--- src/hw/rtl/chi_pkg.sv ---
// Shared types, constants and helpers for the chained hash index.
// No dependencies; every other file in hw/rtl imports this package.
package chi_pkg;

  localparam int BUCKETS   = 256;
  localparam int ENTRIES   = 1024;
  localparam int KEY_BYTES = 8;
  localparam int QDEPTH    = 2;

  localparam int IW = $clog2(ENTRIES);   // node and item number width
  localparam int PW = IW + 1;            // pointer width, includes the empty code
  localparam int BW = $clog2(BUCKETS);   // bucket number width

  localparam logic [PW-1:0] NIL = PW'(ENTRIES);

  localparam logic [1:0] OP_INSERT = 2'd0;
  localparam logic [1:0] OP_LOOKUP = 2'd1;
  localparam logic [1:0] OP_DELETE = 2'd2;
  localparam logic [1:0] OP_CLEAR  = 2'd3;

  localparam logic [1:0] ST_DONE = 2'd0;
  localparam logic [1:0] ST_MISS = 2'd1;
  localparam logic [1:0] ST_FULL = 2'd2;

  localparam logic [1:0] CFG_KEY_MODE     = 2'd0;
  localparam logic [1:0] CFG_KEY_LENGTH   = 2'd1;
  localparam logic [1:0] CFG_BUCKET_COUNT = 2'd2;

  // Effective settings, already clamped.
  typedef struct packed {
    logic       key_mode;
    logic [3:0] key_len;
    logic [8:0] buckets;
  } cfg_t;

  // One classified operation handed from front to back.
  typedef struct packed {
    logic [1:0]    op;
    logic [63:0]   key;
    logic [9:0]    idx;
    logic          bad;
    logic [BW-1:0] bucket;
  } q_item_t;

  function automatic logic key_match(logic [63:0] a, logic [63:0] b, logic mode,
                                     logic [3:0] n);
    logic done;
    logic m;
    done = 1'b0;
    m    = 1'b1;
    if (!mode) begin
      m = (a[31:0] == b[31:0]);
    end else begin
      for (int i = 0; i < KEY_BYTES; i++) begin
        if (!done && (4'(i) < n)) begin
          if (a[8*i +: 8] != b[8*i +: 8]) begin
            m    = 1'b0;
            done = 1'b1;
          end else if (a[8*i +: 8] == 8'd0) begin
            done = 1'b1;
          end
        end
      end
    end
    return m;
  endfunction

endpackage

--- src/hw/rtl/chi_queue.sv ---
// Short queue between the front and back ends.
// Depends on chi_pkg for the item type and depth.
module chi_queue import chi_pkg::*; (
  input  logic    clk,
  input  logic    rst,
  input  logic    in_valid,
  output logic    in_ready,
  input  q_item_t in_item,
  output logic    out_valid,
  input  logic    out_ready,
  output q_item_t out_item
);

  localparam int AW = (QDEPTH > 1) ? $clog2(QDEPTH) : 1;
  localparam int CW = $clog2(QDEPTH + 1);

  q_item_t        slots [QDEPTH];
  logic [AW-1:0]  wp;
  logic [AW-1:0]  rp;
  logic [CW-1:0]  count;
  logic           push;
  logic           pop;

  assign in_ready  = (count != CW'(QDEPTH));
  assign out_valid = (count != '0);
  assign out_item  = slots[rp];
  assign push      = in_valid && in_ready;
  assign pop       = out_valid && out_ready;

  always_ff @(posedge clk) begin
    if (push) slots[wp] <= in_item;
  end

  always_ff @(posedge clk) begin
    if (rst) begin
      wp    <= '0;
      rp    <= '0;
      count <= '0;
    end else begin
      if (push) wp <= (wp == AW'(QDEPTH - 1)) ? '0 : wp + 1'b1;
      if (pop)  rp <= (rp == AW'(QDEPTH - 1)) ? '0 : rp + 1'b1;
      if (push && !pop)      count <= count + 1'b1;
      else if (pop && !push) count <= count - 1'b1;
    end
  end

endmodule

--- config.mk ---
export PLATFORM = sky130hd
export DESIGN_NAME = chi_queue
export DESIGN_NICKNAME = d
export VERILOG_FILES = /design/src/hw/rtl/chi_pkg.sv /design/src/hw/rtl/chi_queue.sv
export SDC_FILE = /design/constraint.sdc
export NUM_CORES = 1
export LEC_CHECK = 0
export ABC_AREA = 1
export ABC_CLOCK_PERIOD_IN_PS = 5500
export BUFFER_PORTS_ARGS = -buffer_cell sky130_fd_sc_hd__buf_2
export CELL_PAD_IN_SITES_DETAIL_PLACEMENT = 0
export CELL_PAD_IN_SITES_GLOBAL_PLACEMENT = 1
export CORE_MARGIN = 1
export CORE_UTILIZATION = 30
export DETAILED_ROUTE_END_ITERATION = 10
export PLACE_DENSITY_LB_ADDON = 0.05
export SYNTH_ARGS = -nofsm -noshare
export SYNTH_HDL_FRONTEND = slang
export SYNTH_SLANG_ARGS = --single-unit
--- constraint.sdc ---
create_clock -name clk -period 5.5 [get_ports clk]
set_input_delay 1.1 -clock clk [delete_from_list [all_inputs] [get_ports clk]]
set_output_delay 1.1 -clock clk [all_outputs]
set_load 0.02 [all_outputs]
==> reports/summary.txt <==
Fin area - 8100 um2
FF+latch count, synth - 175
Final Max Slew Viols - 0
Fmax - 0.286 GHz
Pin count of the biggest net entering global routing - 65
Vias post-DR - 3321
Avg WL per Cell - 16.8 um
Initial DRC Count - 172
Final ANT Viol Nets - 0
CP Data Required Time - 4.40 ns
H-tree Lvls - 4
GR Overflow Total - 0
Crit path max-delay family - flip-flops
Crit end category - output pin
Hold WC Path Type - flop to flop
Unique masters post-synth - 15
Total negative slack - 0 ns
Worst Tran Pin Value - 1.08 ns
Clock latency on the worst-skew pair - 0.41 ns
CTS Buffer Depth - 2
Min Tclk post-route - 3.49 ns
Fin nets - 581
Die H - 148 um
Post-CTS setup buffers - 0
Routed wire length - 13100 um
Leakage - 3.00 nW
Initial Util - 0.310
Max FO, Critical Path - 64
Slowest CP cell - dfxtp_4
CP cell instances - buf_4, mux2_2, buf_2
Final hold viol count - 0
DRC Markers - 0
Post-DP HPWL - 8520 um
Commonest cells after routing, fill and taps aside - buf_2 (175), edfxtp_1 (170), mux2_1 (50)
Crit share post-route - 0.635
Number of global-route vias before repair - 3495
I/O pin count - 176
Area post-placement - 7570 um2
Arr. time, crit path - 2.39 ns
Clock Pin Slew Worst Setup and Hold Paths - 0.06 ns
Core outline area - 20600 um2
Root buffer cell - clkbuf_16
Critical path launch point type - flop
Cells after Synth - 301
Die W - 148 um
Post-CTS sizing - 0
Port Buf Inserts - 175
Finish-stage setup viols - 0
Total track usage - 0.122
Status - completed
PwrDens - 459 nW/um2
Number of max-cap violations - 0
Commonest non-fill, non-tap cell in the layout - buf_2
Row cnt - 52
First-pass GRT wire length - 19500 um
Avg Synthesized Cell Area - 21.2 um2
Rel. slew slack - 0.276
Num CTS Buffers - 17
Mapped Area - 6380 um2
DRT Pass-1 Iters - 4
Bufs and invs on worst path - 2
Syn Nets - 391
Layout cells sized above 1 - 0.489
Layout Area Growth over Synthesis - 27.0%
Storage cell area - 5210 um2
Max IR drop VDD - 0.211 mV
CTS tree - built
Multi-input logic area - 1080 um2
Setup Skew - 0.00738 ns
Die area - 21900 um2
Via-to-Cell Ratio - 4.28
# fillers - 1956
Slowest cell delay on critical path - 0.96 ns
Initial antenna violation count - 3
Post-CTS Hold Buffers - 0
Sequential area share after synthesis - 0.816
Unrepaired setup endpoints after global routing - false
Routability cong. - 0.678
Crit Path Class - flop to output pin
Clock Sink Count - 175
Ys Warns - 0
## worst min-delay path: cells and delay by family (launching register included)
family / cells / cell delay [ns]
simple gates: 1 / 0.09
flops: 1 / 0.33
compound gates: 1 / 0.05
## cells in the mapped netlist
cell,n,share of area
edfxtp_1,170,0.80
mux2_2,35,0.062
nand4_1,1,0.00098
mux2_1,50,0.088
nor2_1,7,0.0041
nand2_1,9,0.0053
ha_1,1,0.0020
buf_4,1,0.0012
nand3_1,2,0.0016
dfxtp_1,5,0.016
inv_1,8,0.0047
o21ai_0,2,0.0016
buf_2,3,0.0024
buf_6,5,0.0088
a21oi_1,2,0.0016
## report_power, final
part	total (mW)	switching [mW]	internal [mW]
Clock	1.07	0.493	0.575
Combinational	0.869	0.547	0.323
Sequential	1.78	0.0942	1.69
## kinds of logic after synthesis
logic type	Yosys count	share of synthesized area
DFF	175	0.816
muxes	85	0.150
and+or+nand+nor	19	0.0120
buffers and inverters	17	0.0171
AOI/OAI and AO/OA	4	0.00314
adders and majority gates	1	0.00196
## state kept, by name (all words and copies together) (netlist names), named ones only
register and cells:
count 2, slots 170, wp 1, rp 1
## metrics by stage
stage / power [mW] / setup slack [ns] / hold slack (ns) / utilization / std cells
floorplan: 2.40 / 0.230 / 0.465 / - / 301
global placement: 2.70 / 2.37 / 0.486 / 0.368 / 742
detailed placement: 2.70 / 2.35 / 0.497 / 0.368 / 742
CTS: 3.79 / 1.89 / 0.511 / 0.394 / 773
global route: 3.91 / 1.83 / 0.572 / 0.394 / 773
finish: 3.72 / 2.01 / 0.506 / 0.394 / 776
## layout make-up
| type | instances | share of cell area |
|---|---|---|
| Timing Repair Buffer | 180 | 0.113 |
| Clock buffer | 18 | 0.0530 |
| Inverter | 8 | 0.00371 |
| Sequential cell | 175 | 0.643 |
| Antenna cell | 3 | 0.000927 |
| Tap cell | 270 | 0.0417 |
| Multi-Input combinational cell | 109 | 0.133 |
| Clock inverter | 13 | 0.0114 |
## final timing paths
path                  from           end  slack (ns)  cells past startpoint
hold / removal          rp            rp        0.51                      2
hold reg to reg         rp            rp        0.51                      2
setup / recovery      flop  out_item[65]        2.01                      3
setup reg to reg  count[0]  slots[1][52]        3.07                      5
## routing by layer
layer  wire length, um  track usage  vias to the layer above  share of wire
met5                 0            0                        -              0
met4               113       0.0433                        0         0.0086
met3               982       0.0475                        8          0.075
met2              6300        0.194                      115           0.48
met1              5680        0.150                     1640           0.43
li1                  -            -                     1558              -
(Power assumes the default switching activity.)
